==> src/rtl/core/b64d_pkg.sv <==
`timescale 1ns / 1ps

package b64d_pkg;

  localparam int unsigned QUEUE_DEPTH = 4;

  localparam logic [1:0] ST_OK      = 2'd0;
  localparam logic [1:0] ST_INVALID = 2'd1;
  localparam logic [1:0] ST_LENGTH  = 2'd2;
  localparam logic [1:0] ST_EMPTY   = 2'd3;

  localparam logic [7:0] NO_SEXTET = 8'h80;
  localparam logic [7:0] CHAR_PAD  = 8'h3D;

  // one unit of work for the back end: up to three bytes taken from the top of triple
  typedef struct packed {
    logic [23:0] triple;
    logic [1:0]  nbytes;
    logic        last;
    logic [1:0]  status;
  } job_t;

  function automatic logic [7:0] sextet_of(input logic [7:0] c);
    logic [7:0] s;
    s = NO_SEXTET;
    priority if (c >= 8'h41 && c <= 8'h5A) s = c - 8'h41;
    else if (c >= 8'h61 && c <= 8'h7A) s = c - 8'h61 + 8'h1A;
    else if (c >= 8'h30 && c <= 8'h39) s = c - 8'h30 + 8'h34;
    else if (c == 8'h2B) s = 8'h3E;
    else if (c == 8'h2F) s = 8'h3F;
    else if (c == CHAR_PAD) s = 8'h00;
    else s = NO_SEXTET;
    return s;
  endfunction

  function automatic logic is_blank(input logic [7:0] c);
    return (c == 8'h20) || (c >= 8'h09 && c <= 8'h0D);
  endfunction

endpackage

==> src/rtl/core/b64d_front.sv <==
`timescale 1ns / 1ps

module b64d_front (
  input  logic             clk,
  input  logic             rst_n,
  input  logic             accept,
  input  logic [7:0]       char_in,
  input  logic             end_of_message,
  output logic             push,
  output b64d_pkg::job_t   job
);

  logic [17:0] accum_r, accum_nxt;
  logic [1:0]  pos_r, pos_nxt;
  logic [23:0] pend_triple_r, pend_triple_nxt;
  logic        pend_valid_r, pend_valid_nxt;
  logic [1:0]  pend_pad_r, pend_pad_nxt;
  logic        cur_pad_r, cur_pad_nxt;
  logic        seen_r, seen_nxt;
  logic        discard_r, discard_nxt;

  logic [7:0]  sext;
  logic        pad;
  logic        job_valid;

  function automatic b64d_pkg::job_t finish_job(
    input logic        seen,
    input logic [1:0]  pos,
    input logic        pv,
    input logic [23:0] triple,
    input logic [1:0]  pads
  );
    b64d_pkg::job_t j;
    j.triple = 24'd0;
    j.nbytes = 2'd1;
    j.last   = 1'b1;
    j.status = b64d_pkg::ST_OK;
    priority if (!seen || (pos == 2'd0 && !pv)) begin
      j.status = b64d_pkg::ST_EMPTY;
    end else if (pos != 2'd0) begin
      j.status = b64d_pkg::ST_LENGTH;
    end else begin
      j.triple = triple;
      j.nbytes = 2'd3 - {1'b0, pads[1]} - {1'b0, pads[0]};
    end
    return j;
  endfunction

  assign sext = b64d_pkg::sextet_of(char_in);
  assign pad  = (char_in == b64d_pkg::CHAR_PAD);

  always_comb begin
    accum_nxt       = accum_r;
    pos_nxt         = pos_r;
    pend_triple_nxt = pend_triple_r;
    pend_valid_nxt  = pend_valid_r;
    pend_pad_nxt    = pend_pad_r;
    cur_pad_nxt     = cur_pad_r;
    seen_nxt        = seen_r;
    discard_nxt     = discard_r;
    job_valid       = 1'b0;
    job.triple      = 24'd0;
    job.nbytes      = 2'd1;
    job.last        = 1'b1;
    job.status      = b64d_pkg::ST_OK;

    if (discard_r) begin
      if (end_of_message) discard_nxt = 1'b0;
    end else if (b64d_pkg::is_blank(char_in)) begin
      if (end_of_message) begin
        job_valid = 1'b1;
        job = finish_job(seen_r, pos_r, pend_valid_r, pend_triple_r, pend_pad_r);
        accum_nxt = '0; pos_nxt = '0; pend_triple_nxt = '0; pend_valid_nxt = 1'b0;
        pend_pad_nxt = '0; cur_pad_nxt = 1'b0; seen_nxt = 1'b0;
      end
    end else if (sext == b64d_pkg::NO_SEXTET) begin
      job_valid  = 1'b1;
      job.status = b64d_pkg::ST_INVALID;
      accum_nxt = '0; pos_nxt = '0; pend_triple_nxt = '0; pend_valid_nxt = 1'b0;
      pend_pad_nxt = '0; cur_pad_nxt = 1'b0; seen_nxt = 1'b0;
      discard_nxt = !end_of_message;
    end else begin
      seen_nxt = 1'b1;
      if (pos_r == 2'd3) begin
        pend_triple_nxt = {accum_r, sext[5:0]};
        pend_pad_nxt    = {cur_pad_r, pad};
        pend_valid_nxt  = 1'b1;
        accum_nxt       = '0;
        cur_pad_nxt     = 1'b0;
        pos_nxt         = 2'd0;
      end else begin
        if (pos_r == 2'd2) cur_pad_nxt = pad;
        accum_nxt      = {accum_r[11:0], sext[5:0]};
        pos_nxt        = pos_r + 2'd1;
        pend_valid_nxt = 1'b0;
      end
      if (end_of_message) begin
        job_valid = 1'b1;
        job = finish_job(1'b1, pos_nxt, pend_valid_nxt, pend_triple_nxt, pend_pad_nxt);
        accum_nxt = '0; pos_nxt = '0; pend_triple_nxt = '0; pend_valid_nxt = 1'b0;
        pend_pad_nxt = '0; cur_pad_nxt = 1'b0; seen_nxt = 1'b0;
      end else if (pend_valid_r) begin
        // the held-back quartet is not the last one, release all three bytes
        job_valid  = 1'b1;
        job.triple = pend_triple_r;
        job.nbytes = 2'd3;
        job.last   = 1'b0;
      end
    end
  end

  assign push = accept && job_valid;

  always_ff @(posedge clk) begin
    if (!rst_n) begin
      accum_r       <= '0;
      pos_r         <= '0;
      pend_triple_r <= '0;
      pend_valid_r  <= 1'b0;
      pend_pad_r    <= '0;
      cur_pad_r     <= 1'b0;
      seen_r        <= 1'b0;
      discard_r     <= 1'b0;
    end else if (accept) begin
      accum_r       <= accum_nxt;
      pos_r         <= pos_nxt;
      pend_triple_r <= pend_triple_nxt;
      pend_valid_r  <= pend_valid_nxt;
      pend_pad_r    <= pend_pad_nxt;
      cur_pad_r     <= cur_pad_nxt;
      seen_r        <= seen_nxt;
      discard_r     <= discard_nxt;
    end
  end

`ifndef ASSERT_OFF
  a_final_clears: assert property (@(posedge clk) disable iff (!rst_n)
    push && job.last |=> pos_r == 2'd0 && !pend_valid_r && !seen_r)
    else $error("state not cleared after final job");

  a_discard_quiet: assert property (@(posedge clk) disable iff (!rst_n)
    accept && discard_r |-> !push)
    else $error("job produced while discarding");

  a_pos_implies_seen: assert property (@(posedge clk) disable iff (!rst_n)
    (pos_r != 2'd0 || pend_valid_r) |-> seen_r)
    else $error("quartet progress without any character");

  a_flush_full: assert property (@(posedge clk) disable iff (!rst_n)
    push && !job.last |-> job.nbytes == 2'd3 && job.status == b64d_pkg::ST_OK)
    else $error("released quartet not a full triple");
`endif

endmodule

==> src/rtl/core/b64d_fifo.sv <==
`timescale 1ns / 1ps

module b64d_fifo #(
  parameter int unsigned DEPTH = b64d_pkg::QUEUE_DEPTH
) (
  input  logic             clk,
  input  logic             rst_n,
  input  logic             push,
  input  b64d_pkg::job_t   push_job,
  input  logic             pop,
  output b64d_pkg::job_t   head_job,
  output logic             not_empty,
  output logic             full
);

  localparam int unsigned PW = (DEPTH > 1) ? $clog2(DEPTH) : 1;
  localparam int unsigned CW = $clog2(DEPTH + 1);

  b64d_pkg::job_t mem [DEPTH];
  logic [PW-1:0] wr_ptr_r, rd_ptr_r;
  logic [CW-1:0] count_r;
  logic          do_pop;

  function automatic logic [PW-1:0] ptr_inc(input logic [PW-1:0] p);
    return (p == PW'(DEPTH - 1)) ? '0 : p + PW'(1);
  endfunction

  assign not_empty = (count_r != '0);
  assign full      = (count_r == CW'(DEPTH));
  assign head_job  = mem[rd_ptr_r];
  assign do_pop    = pop && not_empty;

  always_ff @(posedge clk) begin
    if (push && !full) mem[wr_ptr_r] <= push_job;
  end

  always_ff @(posedge clk) begin
    if (!rst_n) begin
      wr_ptr_r <= '0;
      rd_ptr_r <= '0;
      count_r  <= '0;
    end else begin
      if (push && !full) wr_ptr_r <= ptr_inc(wr_ptr_r);
      if (do_pop) rd_ptr_r <= ptr_inc(rd_ptr_r);
      unique case ({push && !full, do_pop})
        2'b10:   count_r <= count_r + CW'(1);
        2'b01:   count_r <= count_r - CW'(1);
        default: count_r <= count_r;
      endcase
    end
  end

endmodule

==> src/rtl/core/b64d_back.sv <==
`timescale 1ns / 1ps

module b64d_back (
  input  logic             clk,
  input  logic             rst_n,
  input  b64d_pkg::job_t   head_job,
  input  logic             head_valid,
  output logic             pop,
  output logic             out_valid,
  input  logic             out_stall,
  output logic [7:0]       out_data_byte,
  output logic             out_final_byte,
  output logic [1:0]       out_status
);

  b64d_pkg::job_t job_r;
  logic           busy_r;
  logic [1:0]     idx_r;
  logic           out_valid_r;
  logic [7:0]     data_r;
  logic           final_r;
  logic [1:0]     status_r;

  logic           load;
  logic           last_byte;
  logic [7:0]     cur_byte;
  logic           take;

  assign load      = busy_r && (!out_valid_r || !out_stall);
  assign last_byte = (idx_r == job_r.nbytes - 2'd1);
  assign take      = !busy_r || (load && last_byte);
  assign pop       = take && head_valid;

  always_comb begin
    unique case (idx_r)
      2'd0:    cur_byte = job_r.triple[23:16];
      2'd1:    cur_byte = job_r.triple[15:8];
      2'd2:    cur_byte = job_r.triple[7:0];
      default: cur_byte = 8'd0;
    endcase
  end

  always_ff @(posedge clk) begin
    if (!rst_n) begin
      busy_r      <= 1'b0;
      idx_r       <= '0;
      out_valid_r <= 1'b0;
    end else begin
      if (take) begin
        busy_r <= head_valid;
        idx_r  <= '0;
      end else if (load) begin
        idx_r <= idx_r + 2'd1;
      end
      if (load) out_valid_r <= 1'b1;
      else if (!out_stall) out_valid_r <= 1'b0;
    end
  end

  always_ff @(posedge clk) begin
    if (pop) job_r <= head_job;
    if (load) begin
      data_r   <= cur_byte;
      final_r  <= job_r.last && last_byte;
      status_r <= job_r.status;
    end
  end

  assign out_valid      = out_valid_r;
  assign out_data_byte  = data_r;
  assign out_final_byte = final_r;
  assign out_status     = status_r;

endmodule

==> src/rtl/core/base64_stream_decoder.sv <==
`timescale 1ns / 1ps

// Streaming base64 decoder, one character per transfer at up to one transfer per clock.
// The front end classifies each character and builds quartets; a completed quartet is
// held until the next base64 character shows it is not the last one, then its three
// bytes go into a small job queue (QUEUE_DEPTH entries). The back end drains one byte per
// clock while out_stall is low, through an output register, so in_stall rises only when the
// queue fills, which an unstalled output never causes since four characters yield at most
// three bytes. Errors (invalid character, length not a multiple of four, empty message)
// come out as a single result with final_byte set and a zero data byte; after an invalid
// character the rest of the message is dropped up to the end mark.

module base64_stream_decoder #(
  parameter int unsigned QUEUE_DEPTH = b64d_pkg::QUEUE_DEPTH
) (
  input  logic       clk,
  input  logic       rst_n,
  input  logic       in_valid,
  output logic       in_stall,
  input  logic [7:0] in_char_in,
  input  logic       in_end_of_message,
  output logic       out_valid,
  input  logic       out_stall,
  output logic [7:0] out_data_byte,
  output logic       out_final_byte,
  output logic [1:0] out_status
);

  logic           accept;
  logic           push;
  logic           pop;
  logic           not_empty;
  logic           full;
  b64d_pkg::job_t push_job;
  b64d_pkg::job_t head_job;

  assign in_stall = full;
  assign accept   = in_valid && !full;

  b64d_front u_front (
    .clk            (clk),
    .rst_n          (rst_n),
    .accept         (accept),
    .char_in        (in_char_in),
    .end_of_message (in_end_of_message),
    .push           (push),
    .job            (push_job)
  );

  b64d_fifo #(
    .DEPTH (QUEUE_DEPTH)
  ) u_fifo (
    .clk       (clk),
    .rst_n     (rst_n),
    .push      (push),
    .push_job  (push_job),
    .pop       (pop),
    .head_job  (head_job),
    .not_empty (not_empty),
    .full      (full)
  );

  b64d_back u_back (
    .clk            (clk),
    .rst_n          (rst_n),
    .head_job       (head_job),
    .head_valid     (not_empty),
    .pop            (pop),
    .out_valid      (out_valid),
    .out_stall      (out_stall),
    .out_data_byte  (out_data_byte),
    .out_final_byte (out_final_byte),
    .out_status     (out_status)
  );

endmodule

==> config.mk <==
export PLATFORM = sky130hd
export DESIGN_NAME = base64_stream_decoder
export DESIGN_NICKNAME = d
export VERILOG_FILES = /design/src/rtl/core/b64d_pkg.sv /design/src/rtl/core/b64d_front.sv /design/src/rtl/core/b64d_fifo.sv /design/src/rtl/core/b64d_back.sv /design/src/rtl/core/base64_stream_decoder.sv
export SDC_FILE = /design/constraint.sdc
export NUM_CORES = 1
export LEC_CHECK = 0
export BUFFER_PORTS_ARGS = -buffer_cell sky130_fd_sc_hd__buf_2
export CAP_MARGIN = 20
export CORE_ASPECT_RATIO = 1.25
export CORE_MARGIN = 1
export CORE_UTILIZATION = 62
export CTS_CLUSTER_DIAMETER = 150
export CTS_CLUSTER_SIZE = 24
export DETAILED_ROUTE_END_ITERATION = 8
export HOLD_SLACK_MARGIN = 0.03
export PLACE_DENSITY_LB_ADDON = 0.15
export SYNTH_ARGS = -nofsm -noshare
export SYNTH_HDL_FRONTEND = slang
export SYNTH_SLANG_ARGS = --single-unit
==> constraint.sdc <==
create_clock -name clk -period 4.25 [get_ports clk]
set_input_delay 0.2125 -clock clk [delete_from_list [all_inputs] [get_ports clk]]
set_output_delay 0.2125 -clock clk [all_outputs]
set_load 0.02 [all_outputs]
* Yosys cells after proc, flatten, opt, wreduce, memory -nomap -nowiden
Memories as Yosys holds them, arrays and structs flattened. A register that Yosys moved wholly into a read port is not among the register bits.
Cells that the tools add are included.
W data, S select, Z words.
** Operators by class
- Add/sub/neg operators :: 16
- $lt $le $gt $ge :: 8
- Eq/ne operators :: 17
- Multiplexer cells :: 80
- Bitwise operators :: 2
- Reductions and logical operators :: 37
** Operators by type and width (number)
- $mux W24 :: 5
- $mux W26 :: 4
- $mux W18 :: 5
- $mux W29 :: 3
- $mux W27 :: 3
- $mux W8 :: 6
- $mux W2 :: 23
- $eq A8 B6 Y1 const B :: 4
- $mux W1 :: 29
- $pmux W8 S3 :: 1
- $ge A8 B7 Y1 const B :: 2
- $le A8 B7 Y1 const B :: 2
- $sub A8 B7 Y8 const B :: 2
- $logic_and A1 B1 Y1 :: 14
- $eq A2 B2 Y1 const B :: 6
- $add A2 B1 Y2 const B :: 4
- $add A8 B5 Y8 const B :: 1
- $add A8 B6 Y8 const B :: 1
- $eq A8 B8 Y1 const B :: 1
- $ge A8 B4 Y1 const B :: 1
- $ge A8 B6 Y1 const B :: 1
- $le A8 B4 Y1 const B :: 1
- $le A8 B6 Y1 const B :: 1
- $logic_not A1 Y1 :: 8
- other kinds (21) :: 32
** Word-level totals
- Bits in registers :: 72
- Memory bits (writable) :: 116
- Output and inout port bits :: 13
- Logic and storage cells :: 178
- Memories :: 1
** Memory list
- u_fifo.mem :: words 4, width 29, read ports 1, clocked after Yosys merged registers in 1, write ports 1, line b64d_fifo.sv:19 : b64d_pkg::job_t mem [DEPTH];

* Depth between registers and ports, before layout
Gate-level depths: netlist (run 1).
- Depth in word-level cells :: 19
- Gate-level depth with buffers :: 16
- Gate-level depth less buffers :: 14

* Modules after synthesis
Synthesis (run 1) repeated with hierarchy kept, for this count alone.
** Unflattened totals
- Cell total of the unflattened synthesis :: 634
- Area, all modules :: 9255.1 um^2
** By module, submodules not included
- b64d_fifo :: times used 1, cells each 207, area each 4688.2 um^2, seq. area each 3663.5 um^2
- b64d_front :: times used 1, cells each 336, area each 2939.1 um^2, seq. area each 1001.0 um^2
- b64d_back :: times used 1, cells each 90, area each 1614.0 um^2, seq. area each 1281.2 um^2
- base64_stream_decoder :: times used 1, cells each 1, area each 13.8 um^2, seq. area each 0.0 um^2

* Worst setup path before layout (run 1)
Ideal clock, no wire load.
- Kind :: reg-to-reg
- Start :: register u_back.job_r[4] (netlist name)
- End :: register u_fifo.count_r[2]
- Library setup time :: 0.070 ns
- Data arrival time :: 3.072 ns
- Required time :: 4.180 ns
- Setup slack :: 1.108 ns
- Stages on the path, launching flop included :: 12
- Cells stage by stage :: edfxtp_1 xnor2_1 mux2i_1 o21ai_0 o31ai_1 inv_1 ha_1 inv_1 fa_1 xor2_1 or3_1 a21oi_1
** On the way
- Word-level cells in the longest chain between the ends :: 8
- Elaborated cells on any way between the ends :: 10
- Classes of those cells :: add/sub (1); eq/ne (3); mux (1); reduce/logical (5)
** RTL lines
- $sub A2 B1 Y2 * :: line b64d_back.sv:30 : assign last_byte = (idx_r == job_r.nbytes - 2'd1);
- $eq A2 B2 Y1 * :: line b64d_back.sv:30
- $logic_and A1 B1 Y1 * :: line b64d_back.sv:31 : assign take = !busy_r || (load && last_byte);
- $logic_or A1 B1 Y1 * :: line b64d_back.sv:31
- $logic_and A1 B1 Y1 * :: line b64d_back.sv:32 : assign pop = take && head_valid;
- net pop :: line base64_stream_decoder.sv:31 : logic pop;
- $logic_and A1 B1 Y1 * :: line b64d_fifo.sv:31 : assign do_pop = pop && not_empty;
- $eq A2 B1 Y1 or $eq A2 B2 Y1 (tied branches) :: line b64d_fifo.sv:45 : unique case ({push && !full, do_pop})
- $pmux W3 S2 or $reduce_bool A2 Y1 (tied branches)
- end signal, assigned :: line b64d_fifo.sv:46 : 2'b10: count_r <= count_r + CW'(1);
- end signal, assigned :: line b64d_fifo.sv:47 : 2'b01: count_r <= count_r - CW'(1);
- end signal, assigned :: line b64d_fifo.sv:48 : default: count_r <= count_r;
- end, declared :: line b64d_fifo.sv:21 : logic [CW-1:0] count_r;
Mark *: on every way through the listed nets, which the timed path passes. The rest lies on a longest branch.
A chain may end at the register's enable or synchronous reset.

* Worst setup path after layout (run 1)
- Start :: input in_char_in[2]
- End :: register u_fifo.count_r[2]
** On the way
- Word-level cells in the longest chain between the ends :: 15
- Elaborated cells on any way between the ends :: 38
- Classes of those cells :: add/sub (5); order compare (8); eq/ne (7); mux (10); reduce/logical (8)
** RTL lines
- start, declared :: line base64_stream_decoder.sv:20 : input logic [7:0] in_char_in,
- parallel branches: the longest is 9 deep, another holds $sub A8 B6 Y8
- $mux W1 * :: line b64d_front.sv:69 : end else if (b64d_pkg::is_blank(char_in)) begin
- $mux W1 * :: line b64d_front.sv:67 : if (discard_r) begin
- $logic_and A1 B1 Y1 * :: line b64d_front.sv:112 : assign push = accept && job_valid;
- $logic_and A1 B1 Y1 * :: line b64d_fifo.sv:45
- $eq A2 B1 Y1 or $eq A2 B2 Y1 (tied branches) :: line b64d_fifo.sv:45
- $pmux W3 S2 or $reduce_bool A2 Y1 (tied branches)
Every way passes the cells marked *.

==> results of run 1 <==
[power by group through the flow]
stage | registers [mW] | logic, mW | clock network [mW]
6_report | 2.77 | 1.04 | 1.25
4_1_cts | 2.77 | 1.05 | 1.28
5_1_grt | 2.80 | 1.14 | 1.36
2_1_floorplan | 2.84 | 0.741 | 0
3_5_place_dp | 2.82 | 1.05 | 0
3_3_place_gp | 2.81 | 1.03 | 0
[cells in the mapped netlist, drive strengths merged, types with 6 or more instances]
master	count
nor2	42
o21ai	14
nand2	28
edfxtp	156
a22o	42
a21oi	17
inv	23
ha	24
nand3	18
a32oi	20
a222oi	8
nor3	11
mux4	29
dfxtp	61
nor2b	6
and2	6
clkbuf	14
buf	24
[area by class of cell]
type | count | area, um^2
Sequential cell | 217 | 5910
Fill cell | 933 | 4670
Multi-Input combinational cell | 341 | 2920
Clock buffer | 20 | 352
Tap cell | 178 | 223
Timing Repair Buffer | 36 | 211
Inverter | 23 | 86.3
Clock inverter | 2 | 38.8
[critical path, cell delays in order]
cell	delay, ps
buf_2	200
inv_1	130
ha_1	290
nor2b_1	180
o21ai_0	200
a21oi_1	120
o21ai_2	660
a21oi_1	350
inv_1	120
ha_1	190
inv_1	60
fa_1	380
xor2_1	180
or3_1	300
a21oi_1	130
[registers in the layout, indices dropped and copies added (netlist names), 3 cells and up]
signal	count
u_fifo.mem	116
u_back.job_r	29
u_front.pend_triple_r	24
u_front.accum_r	18
u_back.out_data_byte	8
u_fifo.count_r	3
[layout by cell type (no fill, tap or decap), types with 5 or more instances in the layout]
| cell | synthesis | routed |
|---|---|---|
| edfxtp_1 | 156 | 156 |
| dfxtp_1 | 61 | 60 |
| nor2_1 | 42 | 42 |
| a22o_1 | 41 | 41 |
| mux4_2 | 29 | 29 |
| nand2_1 | 28 | 28 |
| buf_2 | 10 | 25 |
| ha_1 | 24 | 24 |
| inv_1 | 23 | 23 |
| a32oi_1 | 20 | 20 |
| nand3_1 | 18 | 18 |
| a21oi_1 | 16 | 16 |
| o21ai_0 | 13 | 13 |
| clkbuf_16 | 0 | 13 |
| nor3_1 | 10 | 10 |
| buf_4 | 3 | 10 |
| a222oi_1 | 8 | 8 |
| clkbuf_1 | 14 | 7 |
| nor2b_1 | 6 | 6 |
| and2_1 | 6 | 6 |
| mux2i_1 | 5 | 5 |
[routing by layer]
layer | part of all wire (%) | GRT usage, %
met5 | 0 | 0
met4 | 2.1 | 8.96
met3 | 3.7 | 2.20
met2 | 52 | 41.4
met1 | 42 | 28.8
[cell families after synthesis]
kind of cell	synth area share [%]
AO/OA/AOI/OAI	12.0
XOR/XNOR	0.767
adder cells (fa/ha/maj)	3.51
buffers and inverters	3.42
flip-flops	64.6
multiplexers	7.94
AND/OR/NAND/NOR	7.72
[final timing paths]
path	start	endpoint	slack [ps]	cells past startpoint
worst min-delay path	out_stall	u_back.out_valid	110	3
worst max-delay path	in_char_in[2]	u_fifo.count_r[2]	920	15
worst max register to register	u_back.idx_r[0]	u_fifo.count_r[2]	1170	11
worst min register to register	u_back.job_r[1]	u_back.out_status[1]	440	0
==> results.py, run 1 <==
metrics = {
    "outcome": {
        "status": "complete, no violations",
    },
    "synthesis": {
        "synthCells": 619,
        "syn_area_um2": 9140,
        "synth_flop_cell": "edfxtp_1",
        "synthArstFlopShare_pct": 0,
        "synth_top_area_share_pct": 51.3,
        "synth_seq_cells": 217,
        "synth.distinct_cells": 64,
        "synthTopCellsByArea": "edfxtp_1 (51%), dfxtp_1 (13%), mux4_2 (7.1%), a22o_1 (3.9%), ha_1 (3.3%)",
        "yosysSeqAreaShare_pct": 64.6,
        "synth_edf_count": 156,
        "yosys_warnings": 0,
        "yosysTopAreaCell": "edfxtp_1",
        "avgSynthCellArea_um2": 14.8,
        "synth_nets": 657,
    },
    "global_route": {
        "grt_max_degree": 32,
        "antenna_found_initial": 0,
        "gr-total-overflow": 0,
        "grt_usage_pct": 22.9,
        "first_global_vias": 5228,
        "grt_pass1_wl_mm": 27.0,
    },
    "die": {
        "core_area_um2": 14400,
        "num_rows": 49,
        "initial_core_util_pct": 63.4,
        "die_h_um": 138,
        "die_area_um2": 15200,
        "ios": 26,
        "die_w_um": 111,
    },
    "cts": {
        "clock-sinks": 217,
        "postCtsSetupBuffers": 0,
        "post_cts_resized": 0,
        "ctsHoldBuffers": 0,
        "clock_latency_ps": 470,
        "numCtsBuffers": 13,
        "root_buffer": "clkbuf_16",
        "cts_tree": "done",
        "clkSlewWorstSetupHoldPaths_ps": 100,
        "htreeDepth": 1,
        "cts_buffer_depth": 3,
    },
    "placed_design": {
        "dp.cells": 794,
        "portBuffers": 25,
        "pre_cts_ws_ps": 495,
        "hpwl_mm": 11.4,
        "place.gp.congestion": 0.888,
        "dpl_cell_area_um2": 9330,
    },
    "setup_path": {
        "critPathLaunchType": "primary input",
        "cp_max_fo": 20,
        "worstPathRequired_ps": 4650,
        "worstSetupPathType": "in -> reg",
        "cp.arrival_ps": 3730,
        "worst_setup_path_end_kind": "flip-flop",
    },
    "power": {
        "power_leakage_nw": 3.42,
        "finalPower_mw": 5.07,
        "power_frac_clock_pct": 24.8,
        "power_switching_mw": 1.39,
        "seq_power_share_pct": 54.6,
        "p_sw_share_pct": 27.4,
        "powerDensity_nw_per_um2": 521,
        "peakVddDrop_uv": 480,
        "combinationalPowerShare_pct": 20.6,
        "p_int_mw": 3.68,
    },
    "timing": {
        "post-route-period-util_pct": 78.3,
        "skew_ps": 20.9,
        "hold_ws_ps": 107,
        "slew_headroom_pct": 26.4,
        "final.setup.worst_slack_ps": 920,
        "clock.fmax_mhz": 300,
        "setup-tns-final_ps": 0,
        "hold_violations": 0,
        "rsz0062_at_grt": "no",
        "worst_pin_slew_ps": 1100,
        "drv_slew": 0,
        "min_period_ps": 3330,
        "setup_violations": 0,
    },
    "run": {
        "maxCapViolations": 0,
    },
    "drt": {
        "wl_per_cell_um": 20.9,
        "viasPerCell": 6.43,
        "vias": 5252,
        "drc": 0,
        "drt_iter0_markers": 374,
        "first_pass_iters": 5,
        "wl_mm": 17.1,
        "ant_nets": 0,
    },
    "final_layout": {
        "drive_gt1_share_pct": 15.2,
        "antennaDiodeCount": 0,
        "syn_to_final_growth_pct": 6.56,
        "fin_nets": 670,
        "fin_cells": 817,
        "stdcell_area_um2": 9740,
        "finalCoreUtilization_pct": 67.6,
    },
    "hold_path": {
        "holdCritPathClass": "in -> reg",
    },
}
Note: power is estimated with default switching activity, not from simulation.
==> inputs of run 2 (changes only) <==
- CORE_UTILIZATION: 62 -> 56
- clock period: 4.25 -> 2.8 ns (I/O delays scaled with it)
==> results.py, run 2 (synthesis results as in run 1) <==
metrics = {
    "drt": {
        "drt_iter0_markers": 434,
        "viasPerCell": 6.15,
        "ant_nets": 0,
        "drc": 0,
        "vias": 5383,
        "wl_mm": 18.4,
        "wl_per_cell_um": 21.0,
        "first_pass_iters": 5,
    },
    "timing": {
        "final.setup.worst_slack_ps": 191,
        "clock.fmax_mhz": 383,
        "drv_slew": 0,
        "hold_violations": 0,
        "setup_violations": 0,
        "worst_pin_slew_ps": 543,
        "slew_headroom_pct": 63.5,
        "min_period_ps": 2610,
        "post-route-period-util_pct": 93.2,
        "skew_ps": 24.7,
    },
    "final_layout": {
        "reg_top3": "u_fifo.mem: 116 flops, u_back.job_r: 29 flops, u_front.pend_triple_r: 24 flops",
        "finalCoreUtilization_pct": 63.9,
        "mostFrequentLayoutCells": "edfxtp_1 (156), dfxtp_1 (60), nor2_1 (42), a22o_1 (41), mux4_2 (29)",
        "largest_register": "u_fifo.mem",
        "fin_cells": 875,
        "stdcell_area_um2": 10100,
        "layout_commonest_cell": "edfxtp_1",
        "drive_gt1_share_pct": 18.9,
        "syn_to_final_growth_pct": 10.2,
        "antennaDiodeCount": 0,
        "n_fill_cell": 1182,
        "fin_nets": 694,
        "largest_reg_flops": 116,
    },
    "die": {
        "die_area_um2": 16800,
        "initial_core_util_pct": 58.0,
        "ios": 26,
        "die_w_um": 116,
        "num_rows": 51,
        "die_h_um": 145,
        "core_area_um2": 15800,
    },
    "setup_path": {
        "worstPathRequired_ps": 3200,
        "rr_startpoint": "u_back.idx_r[0]",
        "r2r_end": "u_fifo.count_r[2]",
        "critPathLaunchType": "flip-flop",
        "worstSetupPathType": "reg -> reg",
        "regToRegSetupSlack_ps": 190,
        "cp.arrival_ps": 3010,
        "worst_setup_path_end_kind": "flip-flop",
        "rr_worst_depth": 11,
        "startpoint": "u_back.idx_r[0]",
        "cp_max_fo": 6,
    },
    "outcome": {
        "status": "complete, no violations",
    },
    "hold_path": {
        "holdCritPathClass": "in -> reg",
        "hold_depth": 3,
        "hold_end": "u_front.discard_r",
        "min_from": "in_valid",
    },
    "placed_design": {
        "dp.cells": 853,
        "hpwl_mm": 12.5,
        "portBuffers": 25,
        "dpl_cell_area_um2": 9680,
        "place.gp.congestion": 0.847,
        "pre_cts_ws_ps": 38.1,
    },
    "global_route": {
        "grt_max_degree": 36,
        "gr-total-overflow": 0,
        "grt_usage_pct": 23.3,
        "first_global_vias": 5445,
        "antenna_found_initial": 0,
        "grt_pass1_wl_mm": 29.2,
    },
    "cts": {
        "clock_latency_ps": 470,
        "htreeDepth": 1,
        "clock-sinks": 217,
        "cts_tree": "done",
        "root_buffer": "clkbuf_16",
        "ctsHoldBuffers": 0,
        "numCtsBuffers": 13,
        "cts_buffer_depth": 3,
        "clkSlewWorstSetupHoldPaths_ps": 90,
    },
    "power": {
        "peakVddDrop_uv": 353,
        "finalPower_mw": 7.79,
        "powerDensity_nw_per_um2": 774,
        "power_leakage_nw": 3.56,
    },
    "run": {
        "maxCapViolations": 0,
    },
}
[run 2: critical path, stage by stage (launching register included)]
cell and delay [ps]:
dfxtp_1 460, nor2b_1 180, mux2i_1 130, o21ai_2 230, o31ai_1 170, inv_2 120, ha_1 180, inv_1 60
fa_1 370, xor2_1 180, or3_1 300, a21oi_1 170
[run 2: layout make-up]
cell class                 count  area, um^2  area share, %
sequential                   217        5910           58.7
tap                          212         265           2.63
clock buffer                  20         352           3.49
inverter                      23        86.3          0.857
clock inverter                 2        38.8          0.385
multi-input combinational    341        2950           29.2
timing repair buffer          60         475           4.72
[run 2: report_power, final]
group	switching (mW)	leakage, nW	internal, mW
Clock	0.982	0.184	0.902
Sequential	0.176	2.02	4.04
Combinational	0.990	1.35	0.704
Total	2.15	3.56	5.64
[run 2: stage by stage]
stage / TNS, ps / hold WS, ps
2_1_floorplan: 0 / 302
3_3_place_gp: 0 / 403
3_5_place_dp: 0 / 422
4_1_cts: 0 / 36.7
5_1_grt: -9.95 / 94.6
6_report: 0 / 64.5
[run 2: worst max path at each step]
stage	to	slack, ps
after floorplan	u_fifo.count_r[2]	10
after global placement	u_fifo.count_r[2]	130
after detailed placement	u_fifo.count_r[2]	40
after CTS	u_fifo.count_r[2]	90
after global routing	u_fifo.count_r[2]	-10
final	u_fifo.count_r[2]	190
[run 2: timing repair]
item,4_1_cts,5_1_grt
gates resized for setup,0,1
hold endpoints to repair,0,0
buffers inserted,0,0
endpoints found under the setup margin,0,1
[run 2: per-layer routing]
metal | global-route usage, % | wire length [um] | vias up
met5 | 0 | 0 | -
met4 | 9.72 | 642 | 0
met3 | 2.17 | 667 | 31
met2 | 41.9 | 9620 | 151
met1 | 28.6 | 7480 | 2709
li1 | - | - | 2492
==> inputs of run 3 (changes only) <==
- CTS_BUF_LIST: default -> sky130_fd_sc_hd__clkbuf_16
==> results.py, run 3 (synthesis results as in run 1) <==
metrics = {
    "die": {
        "die_h_um": 145,
        "die_w_um": 116,
        "initial_core_util_pct": 58.0,
        "num_rows": 51,
        "core_area_um2": 15800,
        "die_area_um2": 16800,
        "ios": 26,
    },
    "cts": {
        "postCtsSetupBuffers": 0,
        "clock-sinks": 217,
        "clkSlewWorstSetupHoldPaths_ps": 90,
        "clock_latency_ps": 470,
        "numCtsBuffers": 13,
        "ctsHoldBuffers": 0,
        "htreeDepth": 1,
        "root_buffer": "clkbuf_16",
        "cts_buffer_depth": 3,
        "cts_tree": "done",
    },
    "timing": {
        "hold_ws_ps": 63.2,
        "hold_violations": 0,
        "drv_slew": 0,
        "setup_violations": 0,
        "worst_pin_slew_ps": 540,
        "post-route-period-util_pct": 93.8,
        "slew_headroom_pct": 63.7,
        "clock.fmax_mhz": 381,
        "final.setup.worst_slack_ps": 174,
        "setup-tns-final_ps": 0,
        "skew_ps": 24.1,
        "min_period_ps": 2630,
    },
    "placed_design": {
        "pre_cts_ws_ps": 38.1,
        "hpwl_mm": 12.5,
        "place.gp.congestion": 0.847,
        "dp.cells": 853,
        "portBuffers": 25,
    },
    "final_layout": {
        "antennaDiodeCount": 0,
        "reg_top3": "u_fifo.mem: 116 flops, u_back.job_r: 29 flops, u_front.pend_triple_r: 24 flops",
        "largest_reg_flops": 116,
        "n_fill_cell": 1182,
        "mostFrequentLayoutCells": "edfxtp_1 (156), dfxtp_1 (60), nor2_1 (42), a22o_1 (41)",
        "syn_to_final_growth_pct": 10.2,
        "fin_cells": 875,
        "largest_register": "u_fifo.mem",
        "fin_nets": 694,
        "drive_gt1_share_pct": 18.9,
        "layout_commonest_cell": "edfxtp_1",
    },
    "power": {
        "powerDensity_nw_per_um2": 772,
        "p_sw_share_pct": 27.7,
        "peakVddDrop_uv": 354,
        "finalPower_mw": 7.77,
        "p_int_mw": 5.62,
        "seq_power_share_pct": 54.2,
        "combinationalPowerShare_pct": 21.8,
        "power_switching_mw": 2.15,
        "power_frac_clock_pct": 23.9,
        "power_leakage_nw": 3.58,
    },
    "hold_path": {
        "min_from": "in_valid",
        "hold_end": "u_front.discard_r",
        "holdCritPathClass": "in -> reg",
        "hold_depth": 3,
    },
    "outcome": {
        "status": "complete, no violations",
    },
    "setup_path": {
        "worst_setup_path_end_kind": "flip-flop",
        "critPathLaunchType": "flip-flop",
        "cp.arrival_ps": 3030,
        "cp_max_fo": 6,
        "worstPathRequired_ps": 3200,
        "regToRegSetupSlack_ps": 170,
        "r2r_end": "u_fifo.count_r[2]",
        "worstSetupPathType": "reg -> reg",
        "rr_startpoint": "u_back.idx_r[0]",
        "rr_worst_depth": 11,
    },
    "drt": {
        "wl_per_cell_um": 21.1,
        "drt_iter0_markers": 416,
        "ant_nets": 0,
        "vias": 5386,
        "viasPerCell": 6.16,
        "first_pass_iters": 5,
        "drc": 0,
        "wl_mm": 18.4,
    },
    "global_route": {
        "antenna_found_initial": 0,
        "grt_pass1_wl_mm": 29.2,
        "gr-total-overflow": 0,
        "first_global_vias": 5446,
        "grt_usage_pct": 23.3,
        "grt_max_degree": 36,
    },
    "run": {
        "maxCapViolations": 0,
    },
}
## run 3: timing repair
item,CTS,global route
endpoints found under the hold margin,0,0
resized for setup,0,1
endpoints found under the setup margin,0,1
## run 3: worst max-delay path by stage
stage                         start           endpoint  slack, ps  cells past startpoint
detailed placement    in_char_in[2]  u_fifo.count_r[2]         40                     14
global placement      in_char_in[2]  u_fifo.count_r[2]        130                     14
global route        u_back.idx_r[0]  u_fifo.count_r[2]        -10                     11
CTS                 u_back.idx_r[0]  u_fifo.count_r[2]         90                     11
floorplan             in_char_in[1]  u_fifo.count_r[2]         10                     16
finish              u_back.idx_r[0]  u_fifo.count_r[2]        170                     11
## run 3: cell type report
class	count	area, um^2	share of cell area [%]
flip-flops and latches	217	5910	58.7
multi-input cells	341	2950	29.2
repair buffers	60	475	4.72
clock buffers	13	325	3.23
well taps	212	265	2.63
inverters	23	86.3	0.857
clock inverters	9	65.1	0.646
## run 3: critical path: stages, from the launching register on
cell and delay, ps:
dfxtp_1 460, nor2b_1 180, mux2i_1 130, o21ai_2 230
o31ai_1 170, inv_2 120, ha_1 180, inv_1 60
fa_1 370, xor2_1 180, or3_1 300, a21oi_1 170
## run 3: metal layers
| metal | global-route usage [%] | share of wire (%) | vias to the layer above |
|---|---|---|---|
| met5 | 0 | 0 | - |
| met1 | 28.6 | 41 | 2726 |
| met4 | 9.72 | 3.3 | 0 |
| li1 | - | - | 2493 |
| met2 | 41.9 | 53 | 137 |
| met3 | 2.17 | 3.3 | 30 |
## run 3: per-stage QoR
step / util, % / cell area (um^2)
2_1_floorplan: - / 9160
6_report: 63.9 / 10100
3_5_place_dp: 61.4 / 9680
3_3_place_gp: 61.4 / 9680
5_1_grt: 63.9 / 10100
4_1_cts: 63.9 / 10100
## run 3: power by group through the flow
stage,combinational [mW],clock (mW),sequential [mW]
2_1_floorplan,1.13,0,4.30
3_3_place_gp,1.68,0,4.28
3_5_place_dp,1.72,0,4.30
4_1_cts,1.72,1.90,4.22
5_1_grt,1.87,2.01,4.27
6_report,1.70,1.86,4.22
